## src/design/qrs_pkg.sv

```systemverilog
`timescale 1ns / 1ps
// ----------------------------------------------------------------------------
// qrs_pkg
// Shared types and constants of the quadratic root solver.
// ----------------------------------------------------------------------------
package qrs_pkg;

    localparam int QRS_COEF_WIDTH = 16;
    localparam int QRS_OUT_W      = 32;
    localparam int QRS_OUT_FRAC   = 16;
    localparam int QRS_LANES      = 3;

    localparam int LANE_SUM  = 0;
    localparam int LANE_DIFF = 1;
    localparam int LANE_IMAG = 2;

    typedef enum logic [1:0] {
        KIND_REAL    = 2'd0,
        KIND_DOUBLE  = 2'd1,
        KIND_COMPLEX = 2'd2,
        KIND_AZERO   = 2'd3
    } kind_t;

    typedef struct packed {
        kind_t kind;
        logic  den_neg;
    } front_ctl_t;

    typedef struct packed {
        kind_t                kind;
        logic [QRS_LANES-1:0] neg;
    } post_ctl_t;

endpackage

```

## src/design/qrs_numer.sv

```systemverilog
`timescale 1ns / 1ps
// ----------------------------------------------------------------------------
// qrs_numer
// Two stages: signed numerators, then rounding dividends per lane and one shared divisor.
// ----------------------------------------------------------------------------
module qrs_numer
    import qrs_pkg::*;
#(
    parameter int W = QRS_COEF_WIDTH
)
(
    input  logic                                clk,
    input  logic                                rst_n,
    input  logic                                en,
    input  logic                                in_vld,
    input  logic [W+16:0]                       root,
    input  front_ctl_t                          ctl_in,
    input  logic [W+QRS_OUT_FRAC:0]             negb,
    input  logic [W:0]                          dm,
    output logic                                out_vld,
    output logic [QRS_LANES-1:0][W+19:0]        num,
    output logic [W+1:0]                        div,
    output post_ctl_t                           ctl_out
);

    localparam int RW  = W + 17;
    localparam int NBW = W + QRS_OUT_FRAC + 1;
    localparam int NSW = W + 19;
    localparam int NW  = W + 20;
    localparam int DW  = W + 2;

    logic [1:0]                     vld_reg;
    logic [QRS_LANES-1:0][NSW-1:0]  n_reg, n_next;
    front_ctl_t                     ctl1_reg;
    logic [W:0]                     dm1_reg;
    logic [QRS_LANES-1:0][NW-1:0]   num_reg, num_next;
    logic [DW-1:0]                  div_reg;
    post_ctl_t                      ctl_reg, ctl_next;

    logic [NSW-1:0]                 sx, nbx, addend;
    logic [NSW-2:0]                 nm;

    always_ff @(posedge clk or negedge rst_n)
    begin
        if (!rst_n)
        begin
            vld_reg <= '0;
        end
        else if (en)
        begin
            vld_reg <= {vld_reg[0], in_vld};
        end
    end

    always_comb
    begin
        sx     = NSW'(root);
        nbx    = {{(NSW-NBW){negb[NBW-1]}}, negb};
        addend = (ctl_in.kind == KIND_REAL) ? sx : '0;
        n_next[LANE_SUM]  = nbx + addend;
        n_next[LANE_DIFF] = nbx - addend;
        n_next[LANE_IMAG] = sx;
    end

    always_comb
    begin
        nm            = '0;
        ctl_next.kind = ctl1_reg.kind;
        for (int l = 0; l < QRS_LANES; l++)
        begin
            nm              = n_reg[l][NSW-1] ? (NSW-1)'(~n_reg[l] + 1'b1)
                                              : n_reg[l][NSW-2:0];
            ctl_next.neg[l] = n_reg[l][NSW-1] ^ ctl1_reg.den_neg;
            num_next[l]     = {1'b0, nm, 1'b0} + NW'(dm1_reg);
        end
    end

    always_ff @(posedge clk)
    begin
        if (en)
        begin
            n_reg    <= n_next;
            ctl1_reg <= ctl_in;
            dm1_reg  <= dm;
            num_reg  <= num_next;
            div_reg  <= {dm1_reg, 1'b0};
            ctl_reg  <= ctl_next;
        end
    end

    assign out_vld = vld_reg[1];
    assign num     = num_reg;
    assign div     = div_reg;
    assign ctl_out = ctl_reg;

endmodule

```

## config.mk

```make
export PLATFORM = sky130hd
export DESIGN_NAME = qrs_numer
export DESIGN_NICKNAME = d
export VERILOG_FILES = /design/src/design/qrs_pkg.sv /design/src/design/qrs_numer.sv
export SDC_FILE = /design/constraint.sdc
export NUM_CORES = 1
export LEC_CHECK = 0
export ABC_CLOCK_PERIOD_IN_PS = 4800
export BUFFER_PORTS_ARGS = -buffer_cell sky130_fd_sc_hd__buf_2
export CAP_MARGIN = 40
export CORE_ASPECT_RATIO = 0.8
export CORE_MARGIN = 1
export CORE_UTILIZATION = 30
export CTS_BUF_LIST = sky130_fd_sc_hd__clkbuf_2
export CTS_CLUSTER_SIZE = 24
export DETAILED_ROUTE_END_ITERATION = 10
export PLACE_DENSITY = 0.56
export SLEW_MARGIN = 20
export SYNTH_ARGS = -nofsm -noshare
export SYNTH_HDL_FRONTEND = slang
export SYNTH_SLANG_ARGS = --single-unit
```

## constraint.sdc

```tcl
create_clock -name clk -period 4.8 [get_ports clk]
set_input_delay 0.96 -clock clk [delete_from_list [all_inputs] [get_ports clk]]
set_output_delay 0.96 -clock clk [all_outputs]
set_load 0.01 [all_outputs]
```

# Word-level counts from Yosys, hierarchy flattened
# Index checks and enable logic that the tools add are counted.
[word_totals] register_bits=255 latchBits=0 ramBits=0 rom_bits=0 in_bits=90 output_inout_bits=132 word_cells=28 n_memories=0
[op_classes] addsub=7 multipliers=0 div_mod_pow=0 order_cmp=0 eq_ne=0 n_shift=0 mux=3 n_bitwise=4 n_reduce_logical=1
[op_table] cell="adder 35 x 17 -> 36 bit" count=2
[op_table] cell="adder 34 x 1 -> 34 bit, second input constant" count=2
[op_table] cell="2-to-1 mux 34 bit" count=2
[op_table] cell="inverter 34 bit" count=2
[op_table] cell="adder 33 x 34 -> 35 bit" count=1
[op_table] cell="adder 34 x 17 -> 35 bit" count=1
[op_table] cell="subtractor 33 x 34 -> 35 bit" count=1
[op_table] cell="2-to-1 mux 33 bit" count=1
[op_table] cell="logical NOT 2 bit" count=1
[op_table] cell="XOR 1 bit" count=2

# Logic depth before layout (Yosys ltp)
[logic_depth] depth_word=4 depth_mapped=16 depth_no_buf=16

# Worst setup path before layout
# No wires, ideal clock.
[synth_timing] path_type="input port to flip-flop" startpoint="input port ctl_in[2] (netlist name)" endpoint="register n_reg[20] (netlist name), data pin" setup_time_ns=0.195 t_arrival_ns=4.162 required_time_ns=4.605 setup_slack_ns=0.443 stages=13 path_buffers=2 cell_sequence="nor2_1 -> clkbuf_1 -> nand2_1 -> ha_1 -> clkbuf_1 -> nor2b_1 -> or4_1 -> o21a_1 -> a311o_1 -> o21ai_0 -> o21ai_0 -> a2111o_1 -> o311ai_0"
[synth_lines] element="start, declared" line_no="qrs_numer.sv:17" source="input front_ctl_t ctl_in,"
[synth_lines] element="end signal, assigned" line_no="qrs_numer.sv:82" source="n_reg <= n_next;"
[synth_lines] element="end, declared" line_no="qrs_numer.sv:33" source="logic [QRS_LANES-1:0][NSW-1:0] n_reg, n_next;"

==> run_results.csv <==
group,metric,value,unit
synth,synth-main-ff-cell,"edfxtp_1",
synth,yosysTopAreaCellShare,45.2,%
clock_tree,htree_levels,3,
worst_setup_path,cp_top_family,"simple AND/OR/NAND/NOR gates",
sta,worstMarginPinSlew,909,ps
worst_setup_path,critPathBufInv,0,
drt,vias,13259,
worst_setup_path,crit_required,5490,ps
layout,n_fill_cell,5410,
synth,ys_seq_area_share,45.5,%
worst_setup_path,critPathLaunchType,"register",
floorplanning,rows,76,
sta,skew,116,ps
grt,use_met3,3.89,%
clock_tree,cts_made_buffers,73,
floorplanning,fp.dieW,263,um
worst_setup_path,path_max_fanout,8,
clock_tree,cts_tree,"built",
sta,rsz0062_at_grt,"no",
clock_tree,insertion_delay,1040,ps
power,leakage,7.71,nW
worst_setup_path,cp_common_cell,"xnor2_1",
sta,fmax,232,MHz
floorplanning,dieArea,55600,um2
grt,use_met1,24.9,%
drt,drtAntennaViolNets,0,
sta,slew_headroom,39.4,%
floorplanning,die_h,211,um
layout,area_growth,16.5,%
place,dpl.hpwl,38.3,mm
clock_tree,root_buffer,"clkbuf_2",
synth,synth-async-reset-ratio,0.803,%
drt,dr.first_iter.drc_count,1061,
floorplanning,core_area,53900,um2
worst_setup_path,critPathKind,"reg -> reg",
clock_tree,cts_num_sinks,249,
grt,gr-usage-met2,25.5,%
synth,syn_area_per_cell,10.2,um2
worst_setup_path,critical_path.max_stage_delay,570,ps
grt,grt_max_degree,115,
synth,netlist_top_cells_area,"edfxtp_1 45%, ha_1 8.9%, xnor2_1 7.4%",
drt,route.detailed.drc,0,
layout,finalNetCount,2083,
sta,tns,0,ps
run_status,status,"finished, final reports clean",
synth,synth_cells,1605,
synth,synth_edf_count,247,
place,io_buffers,219,
hold_path,hp-class,"in -> reg",
grt,antenna_found_initial,5,
worst_setup_path,endpoint_kind,"register",
floorplanning,ios,222,
worst_setup_path,path_cells,"or4_1 -> or3_1 -> o41ai_1 -> xnor2_1 -> ha_1 -> a21oi_1 -> o211ai_1 -> a31oi_1 -> o21bai_1 -> and4_1 -> nand2_1 -> a211oi_1 -> xnor2_1",
layout,largest_reg_flops,104,
synth,yosysWarningCount,0,
flow_run,cap_viol_max_count,0,
layout,drive_above_1_share,19.7,%
place,placed_cell_area,18300,um2
grt,grt_overflow_total,0,
synth,syn_area,16400,um2
sta,hold_viol,0,
sta,slew_viol_final,0,
power,ir_drop,113,uV
synth,synthDistinctLibCells,75,
worst_setup_path,arrival,5000,ps
drt,drtPass1Iterations,5,
synth,yosysTopAreaCell,"edfxtp_1",
clock_tree,clk_pin_slew_worst_paths,90,ps
clock_tree,clockBufferDepth,3,
drt,routed_via_density,5.04,
sta,min_period_over_period,89.9,%
place,gp_congestion,0.873,
grt,grt_pass1_wl,73.0,mm
layout,fin_area,19100,um2
drt,drt-wirelength-per-cell,18.5,um
worst_setup_path,cpMaxStageDelayCell,"or4_1",
grt,busiest_layer,"met2",
sta,setup_violations,0,
drt,wl,48.6,mm
power,p_total,0.00690,W
synth,ys_seq_elements,249,
floorplanning,start_util,30.4,%
power,p_per_area,361,nW/um2
grt,track_usage,17.2,%
grt,grt_pass1_vias,12827,
sta,fin_crit,4320,ps
==> layout by cell type (no fill, tap or decap), drive strengths merged, types with 66 or more instances in the layout <==
cell type	instances
xor2	66
o21ai	67
inv	103
buf	242
clkbuf	104
nand2	117
nor2	120
edfxtp	247
xnor2	138
ha	116
a21oi	116
==> power by group <==
part           leakage [nW]  internal [W]  switching [W]
Combinational          4.76      0.000886        0.00126
Sequential             2.44       0.00284       0.000237
Clock                 0.503      0.000686       0.000982
==> final timing paths <==
| kind | to | slack [ps] | startpoint | cells after the start |
|---|---|---|---|---|
| worst max register to register | num[66] | 480 | n_reg[37] | 13 |
| worst min-delay path | n_reg[88] | 160 | root[18] | 1 |
| min in group asynchronous | vld_reg[0] | 290 | rst_n | 2 |
| max in group asynchronous | vld_reg[1] | 4410 | rst_n | 2 |
| worst min register to register | num[0] | 430 | dm1_reg[0] | 0 |
| worst max-delay path | num[66] | 480 | n_reg[37] | 13 |
==> cell usage after synthesis (all sizes together), types with 18 or more instances <==
library cell,n
clkbuf,50
o31ai,29
xnor2,138
o21bai,23
nand2,117
inv,103
nand2b,20
ha,116
xor2,66
nand3,26
nor2,120
edfxtp,247
nor3,45
a21oi,116
a21o,35
o21a,18
o21ai,67
==> cell families after synthesis <==
logic type,share of synthesized area (%)
buffers and inverters,3.92
DFF,45.5
and+or+nand+nor,14.1
xor gates and xnor gates,10.9
AOI/OAI and AO/OA,15.8
muxes,0.198
other,0.0229
adders and majority gates,9.46
==> through the flow <==
stage               util, %  setup WS, ps  std cells  hold slack (ps)
finish                 35.4           483       2631              162
detailed placement     34.0           187       2490              406
global placement       34.0           257       2489              401
floorplan                 -           443       1606              400
global route           35.4          98.6       2629             7.73
CTS                    35.4           440       2623             2.94
==> per-layer routing <==
metal,up-vias,part of all wire (%)
li1,6447,-
met3,54,5.7
met1,6358,50
met2,400,43
met5,-,0
met4,0,1.4
==> final cells by class <==
cell class	instances	area, um2	share of cell area [%]
Antenna cell	7	17.5	0.0917
Clock buffer	103	515	2.70
Clock inverter	22	151	0.793
Inverter	103	387	2.02
Multi-Input combinational cell	1194	8300	43.4
Sequential cell	249	7470	39.1
Tap cell	702	878	4.60
Timing Repair Buffer	251	1390	7.27
==> timing repair <==
item | 4_1_cts | 5_1_grt
hold buffers | 8 | 0
hold endpoints to repair | 9 | 0
gates resized for setup | 0 | 0
setup buffers | 0 | 0
Note: power is estimated with default switching activity, not from simulation.
