`src/design/qrs_pkg.sv`:
```
`timescale 1ns / 1ps
// ----------------------------------------------------------------------------
// qrs_pkg
// Shared types and constants of the quadratic root solver.
// ----------------------------------------------------------------------------
package qrs_pkg;

    localparam int QRS_COEF_WIDTH = 16;
    localparam int QRS_OUT_W      = 32;
    localparam int QRS_OUT_FRAC   = 16;
    localparam int QRS_LANES      = 3;

    localparam int LANE_SUM  = 0;
    localparam int LANE_DIFF = 1;
    localparam int LANE_IMAG = 2;

    typedef enum logic [1:0] {
        KIND_REAL    = 2'd0,
        KIND_DOUBLE  = 2'd1,
        KIND_COMPLEX = 2'd2,
        KIND_AZERO   = 2'd3
    } kind_t;

    typedef struct packed {
        kind_t kind;
        logic  den_neg;
    } front_ctl_t;

    typedef struct packed {
        kind_t                kind;
        logic [QRS_LANES-1:0] neg;
    } post_ctl_t;

endpackage

```
`src/design/qrs_sqrt.sv`:
```
`timescale 1ns / 1ps
// ----------------------------------------------------------------------------
// qrs_sqrt
// Pipelined integer square root, one root bit per stage, sideband carried.
// ----------------------------------------------------------------------------
module qrs_sqrt
    import qrs_pkg::*;
#(
    parameter int RW = QRS_COEF_WIDTH + 17,
    parameter int SW = 8
)
(
    input  logic                clk,
    input  logic                rst_n,
    input  logic                en,
    input  logic                in_vld,
    input  logic [2*RW-1:0]     x,
    input  logic [SW-1:0]       side_in,
    output logic                out_vld,
    output logic [RW-1:0]       root,
    output logic [SW-1:0]       side_out
);

    localparam int XW  = 2 * RW;
    localparam int RMW = RW + 3;

    logic            vld_reg  [RW];
    logic [RMW-1:0]  rem_reg  [RW];
    logic [RW-1:0]   root_reg [RW];
    logic [XW-1:0]   x_reg    [RW];
    logic [SW-1:0]   side_reg [RW];

    logic            v_in    [RW];
    logic [RMW-1:0]  rem_in  [RW];
    logic [RW-1:0]   root_in [RW];
    logic [XW-1:0]   x_in    [RW];
    logic [SW-1:0]   s_in    [RW];
    logic [RMW-1:0]  r2      [RW];
    logic [RMW-1:0]  trial   [RW];
    logic            ge      [RW];

    always_comb
    begin
        for (int k = 0; k < RW; k++)
        begin
            if (k == 0)
            begin
                v_in[k]    = in_vld;
                rem_in[k]  = '0;
                root_in[k] = '0;
                x_in[k]    = x;
                s_in[k]    = side_in;
            end
            else
            begin
                v_in[k]    = vld_reg[k-1];
                rem_in[k]  = rem_reg[k-1];
                root_in[k] = root_reg[k-1];
                x_in[k]    = x_reg[k-1];
                s_in[k]    = side_reg[k-1];
            end
            r2[k]    = {rem_in[k][RMW-3:0], x_in[k][XW-1 -: 2]};
            trial[k] = {1'b0, root_in[k], 2'b01};
            ge[k]    = r2[k] >= trial[k];
        end
    end

    always_ff @(posedge clk or negedge rst_n)
    begin
        if (!rst_n)
        begin
            for (int k = 0; k < RW; k++)
                vld_reg[k] <= 1'b0;
        end
        else if (en)
        begin
            for (int k = 0; k < RW; k++)
                vld_reg[k] <= v_in[k];
        end
    end

    always_ff @(posedge clk)
    begin
        if (en)
        begin
            for (int k = 0; k < RW; k++)
            begin
                rem_reg[k]  <= ge[k] ? (r2[k] - trial[k]) : r2[k];
                root_reg[k] <= {root_in[k][RW-2:0], ge[k]};
                x_reg[k]    <= {x_in[k][XW-3:0], 2'b00};
                side_reg[k] <= s_in[k];
            end
        end
    end

    assign out_vld  = vld_reg[RW-1];
    assign root     = root_reg[RW-1];
    assign side_out = side_reg[RW-1];

endmodule

```
`config.mk`:
```
export PLATFORM = sky130hd
export DESIGN_NAME = qrs_sqrt
export DESIGN_NICKNAME = d
export VERILOG_FILES = /design/src/design/qrs_pkg.sv /design/src/design/qrs_sqrt.sv
export SDC_FILE = /design/constraint.sdc
export NUM_CORES = 2
export LEC_CHECK = 0
export ABC_CLOCK_PERIOD_IN_PS = 7900
export BUFFER_PORTS_ARGS = -buffer_cell sky130_fd_sc_hd__buf_2
export CAP_MARGIN = 20
export CORE_ASPECT_RATIO = 2
export CORE_MARGIN = 10
export CORE_UTILIZATION = 30
export CTS_BUF_LIST = sky130_fd_sc_hd__clkbuf_8
export DETAILED_ROUTE_END_ITERATION = 6
export GPL_ROUTABILITY_DRIVEN = 1
export SYNTH_ARGS = -nofsm -noshare
export SYNTH_HDL_FRONTEND = slang
export SYNTH_MEMORY_MAX_BITS = 65536
export SYNTH_SLANG_ARGS = --single-unit
```
`constraint.sdc`:
```
create_clock -name clk -period 7.9 [get_ports clk]
set_input_delay 1.58 -clock clk [delete_from_list [all_inputs] [get_ports clk]]
set_output_delay 1.58 -clock clk [all_outputs]
set_load 0.005 [all_outputs]
```
== Word-level counts from Yosys, hierarchy flattened ==
Memories as Yosys holds them, arrays and structs flattened.
Cells that the tools add are included.

* Bits in registers: 33
* Bits in writable memories: 4653
* Bits of input ports: 78
* Output and inout port bits: 42
* Logic and storage cells: 138
* Memories kept: 4

* Add/subtract/negate cells: 33
* Order comparisons: 33
* Muxes and demuxes: 35

{| class="wikitable"
|+ Memories
! memory !! words !! width !! read ports !! clocked after Yosys merged registers in !! write ports !! line !! text
|-
| x_reg || 33 || 64 || 32 || 0 || 33 || qrs_sqrt.sv:30 || <nowiki>logic [XW-1:0] x_reg [RW];</nowiki>
|-
| rem_reg || 33 || 36 || 32 || 0 || 33 || qrs_sqrt.sv:28 || <nowiki>logic [RMW-1:0] rem_reg [RW];</nowiki>
|-
| root_reg || 33 || 33 || 33 || 0 || 33 || qrs_sqrt.sv:29 || <nowiki>logic [RW-1:0] root_reg [RW];</nowiki>
|-
| side_reg || 33 || 8 || 33 || 0 || 33 || qrs_sqrt.sv:31 || <nowiki>logic [SW-1:0] side_reg [RW];</nowiki>
|}

{| class="wikitable"
|+ Operators by type and width
! kind !! number
|-
| $mux W36 || 33
|-
| $ge A36 B35 Y1 || 32
|-
| $sub A36 B35 Y36 || 32
|-
| $sub A2 B1 Y3 const B || 1
|-
| $ge A2 B1 Y1 const B || 1
|-
| $mux W1 || 2
|}

== Depth between registers and ports, before layout ==
An unclocked memory read counts as a cell.

* Word-level depth: 3
* Mapped depth: 15
* Mapped depth without buffers: 13

== Worst setup path before layout ==
Ideal clock, no wire load.

* Path kind: flip-flop to flip-flop
* Start point: memory rem_reg[0][308] in the netlist's numbering
* End point: memory rem_reg[0][334] in the netlist's numbering, data pin
* Setup time: 260 ps
* Arrival: 3221 ps
* Required time: 7640 ps
* Path slack: 4418 ps
* Stages on the path, launching flop included: 10
* Path buffers: 1
* Period minus slack after synthesis: 3482 ps
* Cell sequence: edfxtp_1 > or3_1 > or3_1 > or3_1 > or2_1 > or3_4 > or4_4 > nand4b_4 > buf_6 > mux2_4

{| class="wikitable"
|+ RTL lines
! item !! line
|-
| start, declared || qrs_sqrt.sv:28
|}

==> results.ini <==
[placed_design]
preCtsSetupSlack_ps = 3217
io_buffers = 119
gp_congestion = 0.9055
dp.cells = 15800
dpl.hpwl_um = 211800
placed_area_um2 = 141000

[route]
drt_iter0_markers = 3652
wl_per_cell_um = 17.36
drc = 2
first_pass_iters = 7
vias_per_cell = 4.654
dr_total_vias = 77540
antenna_left = 0
routed_wl_um = 289200

[yosys]
async_reset_ff_share_pct = 1.118
synthSimpleGateAreaFrac_pct = 9.149
ys_warn_count = 0
synthCells = 9865
syn-num-nets = 10540
synthAdderAreaFrac_pct = 5.621
syn_avg_cell_area_um2 = 13.45
synthMuxAreaShare_pct = 1.059
netlist_area_um2 = 132700
synth_edf_count = 2918
ys_seq_area_share_pct = 66.67
synth-seq-cells = 2951
synth_compound_gate_area_share_pct = 9.144
yosys_most_used_dff = edfxtp_1
synth_cell_types = 93
synth-xor-area-share_pct = 5.678
synth_top_family_by_area = simple AND/OR/NAND/NOR gates

[cells_and_area]
final_cell_mix = edfxtp_1, inv_1, a21oi_1, nor2_1, ha_1
layout.cells.non_filler = 16660
largest_reg_flops = 1056
area_delta_synth_final_pct = 12.82
final_common_cell = edfxtp_1
drive_gt1_share_pct = 9.469
finalInstanceArea_um2 = 149700
layout.nets = 11030

[clock_network]
clockBufferDepth = 4
cts_setup_buffers = 0
h-tree-depth = 5
worstSkewPairLatency_ps = 1120
root_buffer = clkbuf_8
cts_resized = 0
numCtsBuffers = 454
clkSinkCount = 2951
path_clk_slew_ps = 70
hold_buffers = 0
tritoncts = built

[critical_path]
cp-end-kind = flop
crit_path_cell_trace = ha_1, and4_1, nand3_1, or4b_2, nor4_2, buf_4, nor3b_1, o21ai_0, a31o_2, buf_4, nand2b_1, nor4b_1, xor2_1
slowest_stage = or4b_2
path_max_fanout = 45
cpMostUsedCell = buf_4
critPathBufInv = 2
path_delay_family = simple AND/OR/NAND/NOR gates
cp_slowest_stage_delay_ps = 840
critPathLaunchType = flop
critPathKind = reg -> reg
critPathRequiredTime_ps = 8670
worstPathArrival_ps = 5450

[sta]
slew_viol_final = 0
fin_crit_sh_pct = 59.21
fin_crit_ps = 4678
skew_ps = 115.8
fin_tns_setup_ps = 0
worst_slack_ps = 3222
finalHoldViolCount = 0
rsz0062_at_grt = false
worst_slew_pin_slew_ps = 1173
setup_viol = 0
fmax_mhz = 213.8
slew_headroom_pct = 21.78

[outcome]
violations = design-rule violations
outcome = complete, but fails checks

[global_route]
grt_max_degree = 172
grt_pass1_wl_um = 436700
grt_usage_pct = 11.70
grt_pass1_vias = 82810
grt_overflow = 0
antenna_found_initial = 13

[die]
coreArea_um2 = 440700
start_util_pct = 30.10
chipHeight_um = 960.4
die_w_um = 490.2
row_count = 345
dieArea_um2 = 470800
ioPinCount = 120

[hold_path]
hp-class = reg -> reg

[pwr]
cellPowerDensity_nw_per_um2 = 279.0
leakage_nw = 56.56
irDropWorstVdd_v = 0.0001604

[flow_run]
maxCapViolCount = 0

==> path summary, 6_finish.rpt <==
path                            slack [ps]                       from  cells after the start                   endpoint
min in group asynchronous              580                      rst_n                      1       v_in[21]$_DFFE_PN0P_
worst min-delay path                   350   x_reg[0][1065]$_DFFE_PP_                      0   x_reg[0][1131]$_DFFE_PP_
max in group asynchronous             6860                      rst_n                      1       v_in[18]$_DFFE_PN0P_
worst min register to register         350   x_reg[0][1065]$_DFFE_PP_                      0   x_reg[0][1131]$_DFFE_PP_
worst max-delay path                  3220  rem_reg[0][812]$_DFFE_PP_                     13  rem_reg[0][861]$_DFFE_PP_
worst max register to register        3220  rem_reg[0][812]$_DFFE_PP_                     13  rem_reg[0][861]$_DFFE_PP_
==> Yosys cell counts (all sizes together) (21+ instances only) <==
| library cell | n | area (um2) |
|---|---|---|
| o31ai | 57 | 427.9 |
| xnor2 | 470 | 4116 |
| a21o | 294 | 2207 |
| o21a | 121 | 908.4 |
| nor4 | 106 | 675.6 |
| nand4 | 132 | 825.8 |
| edfxtp | 2918 | 87620 |
| a211oi | 46 | 345.3 |
| or2 | 46 | 287.8 |
| or4 | 47 | 356.6 |
| and2 | 45 | 281.5 |
| nor3 | 243 | 1221 |
| nor2b | 85 | 531.8 |
| a21oi | 643 | 3218 |
| o21bai | 49 | 367.9 |
| nand2b | 109 | 681.9 |
| o211ai | 30 | 230.2 |
| a21boi | 24 | 180.2 |
| nand2 | 565 | 2121 |
| mux2 | 120 | 1355 |
| or3 | 95 | 599.3 |
| o21ai | 430 | 2152 |
| clkbuf | 156 | 585.6 |
| ha | 596 | 7457 |
| nand3 | 167 | 840.8 |
| buf | 29 | 130.1 |
| nor2 | 638 | 2395 |
| dfrtp | 33 | 825.8 |
| a31oi | 62 | 387.9 |
| inv | 753 | 2826 |
| and3 | 62 | 387.9 |
| xor2 | 390 | 3416 |
| nand4b | 21 | 198.9 |
==> layout make-up <==
cell class	count	area [um2]
Inverter	754	2830
Tap cell	5899	7381
Sequential cell	2951	88450
Multi-Input combinational cell	5975	40760
Clock inverter	363	2278
Timing Repair Buffer	221	1602
Clock buffer	455	6262
Fill cell	43190	291100
Antenna cell	42	105.1
==> kinds of logic after synthesis <==
group	count (synthesis)
flops	2951
simple gates	2448
compound gates	1945
buf+inv	939
xor+xnor	860
fa+ha+maj	596
mux	125
other cells	1
==> through the flow <==
| stage | util (%) | hold slack (ps) | total power, W |
|---|---|---|---|
| floorplan | - | 400.3 | 0.02694 |
| global placement | 31.99 | 400.3 | 0.02968 |
| detailed placement | 32.00 | 404.5 | 0.02981 |
| CTS | 33.93 | 344.0 | 0.04232 |
| global route | 33.96 | 347.2 | 0.04403 |
| finish | 33.96 | 354.8 | 0.04176 |
==> metal layers <==
metal	global-route usage, %	wire length (um)	vias up
met5	0	24	-
met3	1.921	9341	1065
met4	10.32	27970	4
met2	25.35	174300	1619
li1	-	-	37720
met1	7.870	77600	37130
==> worst reg2reg max path: stages (launching register included) <==
cell and delay (ps):
edfxtp_1 400, ha_1 440, and4_1 330, nand3_1 420
or4b_2 850, nor4_2 150, buf_4 210, nor3b_1 90
o21ai_0 120, a31o_2 160, buf_4 440, nand2b_1 250
nor4b_1 390, xor2_1 100
==> power breakdown <==
group	total (W)	switching, W	internal [W]
Clock	0.0123	0.00610	0.00616
Combinational	0.00873	0.00510	0.00363
Sequential	0.0208	0.00108	0.0197
Total	0.0418	0.0123	0.0295
No activity file was read; power rests on OpenSTA's default activity.
