===== src/design/qrs_pkg.sv =====
`timescale 1ns / 1ps
// ----------------------------------------------------------------------------
// qrs_pkg
// Shared types and constants of the quadratic root solver.
// ----------------------------------------------------------------------------
package qrs_pkg;

    localparam int QRS_COEF_WIDTH = 16;
    localparam int QRS_OUT_W      = 32;
    localparam int QRS_OUT_FRAC   = 16;
    localparam int QRS_LANES      = 3;

    localparam int LANE_SUM  = 0;
    localparam int LANE_DIFF = 1;
    localparam int LANE_IMAG = 2;

    typedef enum logic [1:0] {
        KIND_REAL    = 2'd0,
        KIND_DOUBLE  = 2'd1,
        KIND_COMPLEX = 2'd2,
        KIND_AZERO   = 2'd3
    } kind_t;

    typedef struct packed {
        kind_t kind;
        logic  den_neg;
    } front_ctl_t;

    typedef struct packed {
        kind_t                kind;
        logic [QRS_LANES-1:0] neg;
    } post_ctl_t;

endpackage


===== src/design/qrs_front.sv =====
`timescale 1ns / 1ps
// ----------------------------------------------------------------------------
// qrs_front
// Three stages: coefficient magnitudes, products, exact discriminant.
// ----------------------------------------------------------------------------
module qrs_front
    import qrs_pkg::*;
#(
    parameter int W = QRS_COEF_WIDTH
)
(
    input  logic                        clk,
    input  logic                        rst_n,
    input  logic                        en,
    input  logic                        in_vld,
    input  logic [W-1:0]                a,
    input  logic [W-1:0]                b,
    input  logic [W-1:0]                c,
    output logic                        out_vld,
    output front_ctl_t                  ctl,
    output logic [2*W+1:0]              dmag,
    output logic [W+QRS_OUT_FRAC:0]     negb,
    output logic [W:0]                  dm
);

    localparam int DMW = 2 * W + 2;
    localparam int NBW = W + QRS_OUT_FRAC + 1;

    logic [2:0]         vld_reg;
    logic [W-1:0]       ma_reg, mb_reg, mc_reg;
    logic               na_reg, nb_reg, nc_reg;
    logic [W-1:0]       ma2_reg, mb2_reg;
    logic               na2_reg, nb2_reg, nc2_reg;
    logic [2*W-1:0]     p_reg, q_reg;
    front_ctl_t         ctl_reg, ctl_next;
    logic [DMW-1:0]     dmag_reg, dmag_next;
    logic [NBW-1:0]     negb_reg, negb_next;
    logic [W:0]         dm_reg;

    logic [DMW-1:0]     pz, q4;
    logic [NBW-1:0]     mbx;
    logic               dneg;

    always_ff @(posedge clk or negedge rst_n)
    begin
        if (!rst_n)
        begin
            vld_reg <= '0;
        end
        else if (en)
        begin
            vld_reg <= {vld_reg[1:0], in_vld};
        end
    end

    always_comb
    begin
        pz        = {2'b00, p_reg};
        q4        = {q_reg, 2'b00};
        dneg      = 1'b0;
        if (na2_reg != nc2_reg || q_reg == '0)
        begin
            dmag_next = pz + q4;
        end
        else if (pz >= q4)
        begin
            dmag_next = pz - q4;
        end
        else
        begin
            dmag_next = q4 - pz;
            dneg      = 1'b1;
        end
        if (ma2_reg == '0)
            ctl_next.kind = KIND_AZERO;
        else if (dmag_next == '0)
            ctl_next.kind = KIND_DOUBLE;
        else if (dneg)
            ctl_next.kind = KIND_COMPLEX;
        else
            ctl_next.kind = KIND_REAL;
        ctl_next.den_neg = na2_reg;
        mbx       = {1'b0, mb2_reg, {QRS_OUT_FRAC{1'b0}}};
        negb_next = nb2_reg ? mbx : (~mbx + 1'b1);
    end

    always_ff @(posedge clk)
    begin
        if (en)
        begin
            na_reg   <= a[W-1];
            nb_reg   <= b[W-1];
            nc_reg   <= c[W-1];
            ma_reg   <= a[W-1] ? (~a + 1'b1) : a;
            mb_reg   <= b[W-1] ? (~b + 1'b1) : b;
            mc_reg   <= c[W-1] ? (~c + 1'b1) : c;

            p_reg    <= mb_reg * mb_reg;
            q_reg    <= ma_reg * mc_reg;
            ma2_reg  <= ma_reg;
            mb2_reg  <= mb_reg;
            na2_reg  <= na_reg;
            nb2_reg  <= nb_reg;
            nc2_reg  <= nc_reg;

            ctl_reg  <= ctl_next;
            dmag_reg <= dmag_next;
            negb_reg <= negb_next;
            dm_reg   <= {ma2_reg, 1'b0};
        end
    end

    assign out_vld = vld_reg[2];
    assign ctl     = ctl_reg;
    assign dmag    = dmag_reg;
    assign negb    = negb_reg;
    assign dm      = dm_reg;

endmodule


===== config.mk =====
export PLATFORM = sky130hd
export DESIGN_NAME = qrs_front
export DESIGN_NICKNAME = d
export VERILOG_FILES = /design/src/design/qrs_pkg.sv /design/src/design/qrs_front.sv
export SDC_FILE = /design/constraint.sdc
export NUM_CORES = 1
export LEC_CHECK = 0
export BUFFER_PORTS_ARGS = -buffer_cell sky130_fd_sc_hd__buf_2
export CAP_MARGIN = 10
export CORE_ASPECT_RATIO = 0.8
export CORE_MARGIN = 2
export CORE_UTILIZATION = 50
export DETAILED_ROUTE_END_ITERATION = 10
export PLACE_DENSITY = 0.74
export REMOVE_ABC_BUFFERS = 1
export SYNTH_ARGS = -nofsm -noshare
export SYNTH_HDL_FRONTEND = slang
export SYNTH_SLANG_ARGS = --single-unit
export TNS_END_PERCENT = 100

===== constraint.sdc =====
create_clock -name clk -period 6.4 [get_ports clk]
set_input_delay 0.64 -clock clk [delete_from_list [all_inputs] [get_ports clk]]
set_output_delay 0.64 -clock clk [all_outputs]
set_load 0.03 [all_outputs]

# Yosys cells after proc, flatten, opt, wreduce, memory -nomap -nowiden
# Index checks and enable logic that the tools add are counted.
# word_totals
register_bits	239
inputBits	52
output_inout_bits	88
wordCells	54
# op_classes
add_sub_neg	7
multipliers	2
magnitude_cmp	1
eq_ne	1
muxes	10
bitwise	4
n_reduce_logical	5
# op_table
operator	count
$mux 34	2
$mul 16x16->32	2
$add 16x1->16 const B	3
$not 16->16	3
$mux 15	3
$add 32x34->34	1
$ge 32x34->1	1
$logic_not 34->1	1
$sub 32x34->34	1
$sub 34x32->34	1
$add 33x1->33 const B	1
$not 32->33	1
$logic_not 32->1	1
$mux 32	1
$logic_not 16->1	1
$mux 2	2
$mux 1	2
$reduce_or 2->1	1
$logic_or 1x1->1	1
$ne 1x1->1	1

# Depth between registers and ports, before layout
# logic_depth
depth_word	5
mapped_depth	27
ltp_nobuf	26

# Worst setup path before layout
# Ideal clock, no wire load.
# synth_path
path_kind	reg2reg
start	register mb_reg[4]
end	register p_reg[31], data pin
setup_ps	261
arrival_time_ps	6379
t_required_ps	6139
path_slack_ps	-240
path_stages_with_launch	24
n_path_buf	2
period_less_slack_ps	6640
cell_sequence	edfxtp_1 > clkbuf_1 > clkbuf_1 > nand2_1 > fa_1 > fa_1 > inv_1 > fa_1 > fa_1 > fa_1 > inv_1 > fa_1 > inv_1 > ha_1 > and3_1 > a221oi_1 > a21bo_2 > a211o_1 > nand2_1 > o21ai_0 > or4_1 > a31oi_1 > o21ai_0 > xnor2_1
# synth_between
elab_chain_len	1
# synth_rtl
element	line_no	rtl
start: declaration	qrs_front.sv:30	logic [W-1:0] ma_reg, mb_reg, mc_reg;
start signal: assignment	qrs_front.sv:95	mb_reg <= b[W-1] ? (~b + 1'b1) : b;
$mul 16x16->32	qrs_front.sv:98	p_reg <= mb_reg * mb_reg;
end signal: assignment	qrs_front.sv:98	
end: declaration	qrs_front.sv:34	logic [2*W-1:0] p_reg, q_reg;
# No other way between the ends.
# A chain may end at the register's enable or synchronous reset.

# Worst setup path in the final report
# layout_path
start	register mb_reg[3]
end	register p_reg[31], data pin
# The elaborated chain is that of the path after synthesis.

==> reports/results.txt <==
CP dominant cell by count -> fa_1
Startpoint Class -> register
Top_reg_cell synth -> edfxtp_1
Cell count after synthesis -> 3192
Status -> finished with violations
Max-cap violations -> 0
Nets -> 4124
Iter 0 DRT Violations -> 2011
Vias per cell -> 5.57
Synthesized area -> 0.0298 mm^2
Asr flop ratio synth -> 1.36%
Hold Crit Class -> in -> reg
Final period util -> 101%
Clock Latency Late Sink -> 590 ps
Die Wd -> 277 um
WP depth -> 22
Fraction of layout cells with a size suffix above 1 -> 13.7%
Minimum clock period -> 6460 ps
R2R depth -> 22
Rel. slew slack -> 28.9%
Core Region -> 0.0585 mm^2
Final setup margin -> -58.4 ps
Largest net degree at the start of global routing -> 159
Worst Path Max Fanout -> 6
Via count -> 23.4k
Required @ worst endpoint -> 6720 ps
DRC -> 0
Seq cells post-synth -> 220
Crit path cell chain -> buf_6, nand2_4, fa_1, fa_1, inv_2, fa_1, fa_1, fa_1, inv_1, fa_1, inv_2, ha_4, and3_4, a221oi_2, a21bo_2, a211o_1, nand2_1, o21ai_2, or4_4, a31oi_4, o21ai_2, xnor2_1
Sum of buffers and inverters on the critical path -> 4
WP data arrival -> 6780 ps
Congestion Overflow GR -> 0
Initial antenna violation count -> 0
Sinks on Clock Net -> 220
Num CTS Buffers -> 26
Deepest clock path buffer count -> 3
Library cells used by synthesis -> 93
Final hold vios -> 0
Max FFs per register -> 34
RSZ-0062 raised after global routing -> true
Root Driver -> clkbuf_16
Number of flops mapped to enable cells by yosys -> 217
Slew @ Worst Pin -> 1070 ps
I/O Buffers -> 122
Ports -> 140
Critical Path Max Stage Delay -> 580 ps
YS warnings -> 0
Avg Inst Size Synth -> 9.33 um^2
Vias in the first global route -> 22.7k
Setup crit end kind -> register
Sequential share of the synthesized area -> 22.1%
Min-delay src -> b[0]
Die area -> 0.0615 mm^2
Failing checks -> setup timing
GR Util All Layers -> 24.7%
Row cnt -> 79
Critical path startpoint -> mb_reg[3]
Crit path kind -> reg -> reg
Global-route wire length before repair -> 123000 um
RR Startpoint -> mb_reg[3]
Layout area overhead -> 12.4%
Wirelength per Cell -> 18.3 um
CTS tree -> built
ANT cells -> 0
Clock transition time at the flip-flop clock pins of the worst setup and hold paths -> 70 ps
Detailed-router iteration count before antenna repair -> 6
Hold_ws -> 259 ps
HPWL after DPL -> 62000 um
Slowest-stage cell, CP -> edfxtp_1
Initial core utilization -> 50.9%
Slew Limit Fails -> 0
Clock Skews -> 31.1 ps
Final setup violation count -> 2
Final WL -> 76900 um
Worst path top cell family by delay -> adder cells
Hold path depth -> 1
Fmax -> 155 MHz
Final ANT Viol Nets -> 0
Global placement routability congestion -> 0.990
H-tree depth -> 1
Die Ht -> 222 um
area by class of cell:
class | count | area (um^2)
clock inverters | 18 | 189
inverters | 579 | 2170
flip-flops and latches | 220 | 6590
clock buffers | 30 | 687
well taps | 769 | 962
fillers | 5039 | 25000
repair buffers | 304 | 2080
multi-input cells | 2283 | 20800
cells in the final DEF, fill, tap and decap left out, types with 19 or more instances in the layout:
master | netlist | final
o31ai_1 | 19 | 19
xor2_1 | 38 | 38
a21oi_1 | 147 | 139
a21o_1 | 33 | 33
nor4_1 | 33 | 32
clkbuf_16 | 0 | 27
buf_2 | 14 | 121
o21bai_1 | 25 | 25
or3_1 | 26 | 26
buf_4 | 20 | 166
ha_1 | 299 | 291
fa_1 | 359 | 352
nor2_1 | 155 | 154
nor3_1 | 59 | 59
nand3_1 | 36 | 35
and3_1 | 25 | 23
nand2b_1 | 25 | 25
o21a_1 | 21 | 20
nand2_1 | 324 | 318
inv_1 | 577 | 567
xnor2_1 | 89 | 87
edfxtp_1 | 217 | 217
and2_1 | 176 | 164
nand4_1 | 26 | 26
o21ai_0 | 84 | 78
cells in the mapped netlist, types with 36 or more instances:
cell / instances / area share, %
a21oi_1: 147 / 2.5
and2_1: 176 / 3.7
clkbuf_1: 85 / 1.1
edfxtp_1: 217 / 22
fa_1: 359 / 24
ha_1: 299 / 13
inv_1: 577 / 7.3
nand2_1: 324 / 4.1
nand3_1: 36 / 0.60
nor2_1: 155 / 2.0
nor3_1: 59 / 0.99
o21ai_0: 84 / 1.4
xnor2_1: 89 / 2.6
xor2_1: 38 / 1.1
what timing repair did:
item | 4_1_cts | 5_1_grt
setup endpoints to repair | 3 | 12
resized for setup | 36 | 52
buffers inserted | 10 | 28
cloned | 0 | 0
pin swaps | 26 | 36
hold buffers | 1 | 0
endpoints found under the hold margin | 3 | 0
worst paths after layout:
path | end | slack, ps
worst max-delay path | p_reg[31] | -60
min in group asynchronous | vld_reg[0] | 370
worst max register to register | p_reg[31] | -60
max in group asynchronous | vld_reg[2] | 5920
worst min register to register | nb2_reg | 420
worst min-delay path | mb_reg[0] | 260
layer usage:
layer | vias up | share of wire, % | GRT usage (%)
met5 | - | 0 | 0
met4 | 0 | 2.5 | 6.05
met3 | 91 | 9.8 | 5.66
met2 | 951 | 42 | 35.7
met1 | 11422 | 46 | 37.4
li1 | 10934 | - | -
logic make-up after synthesis:
logic type / after synthesis / share of synthesized area, %
and+or+nand+nor: 961 / 16.2
buffers and inverters: 705 / 9.27
adders and majority gates: 658 / 36.7
AOI/OAI and AO/OA: 500 / 11.3
DFF: 220 / 22.1
xor gates and xnor gates: 127 / 3.73
muxes: 20 / 0.706
other: 1 / 0.0126
stage by stage:
step | instance area [um^2] | worst slack, ps | TNS [ps] | instances | util (%)
2_1_floorplan | 29300 | -154 | -154 | 3082 | -
3_3_place_gp | 31900 | -88.5 | -94.2 | 4116 | 54.6
3_5_place_dp | 31900 | -278 | -540 | 4116 | 54.6
4_1_cts | 33000 | -73.5 | -119 | 4175 | 56.4
5_1_grt | 33500 | -224 | -704 | 4203 | 57.2
6_report | 33500 | -58.4 | -67.3 | 4203 | 57.2
Power is left out: the tool's default activity adds up to more than one toggle a clock period on the data nets, which glitch-free logic cannot reach.
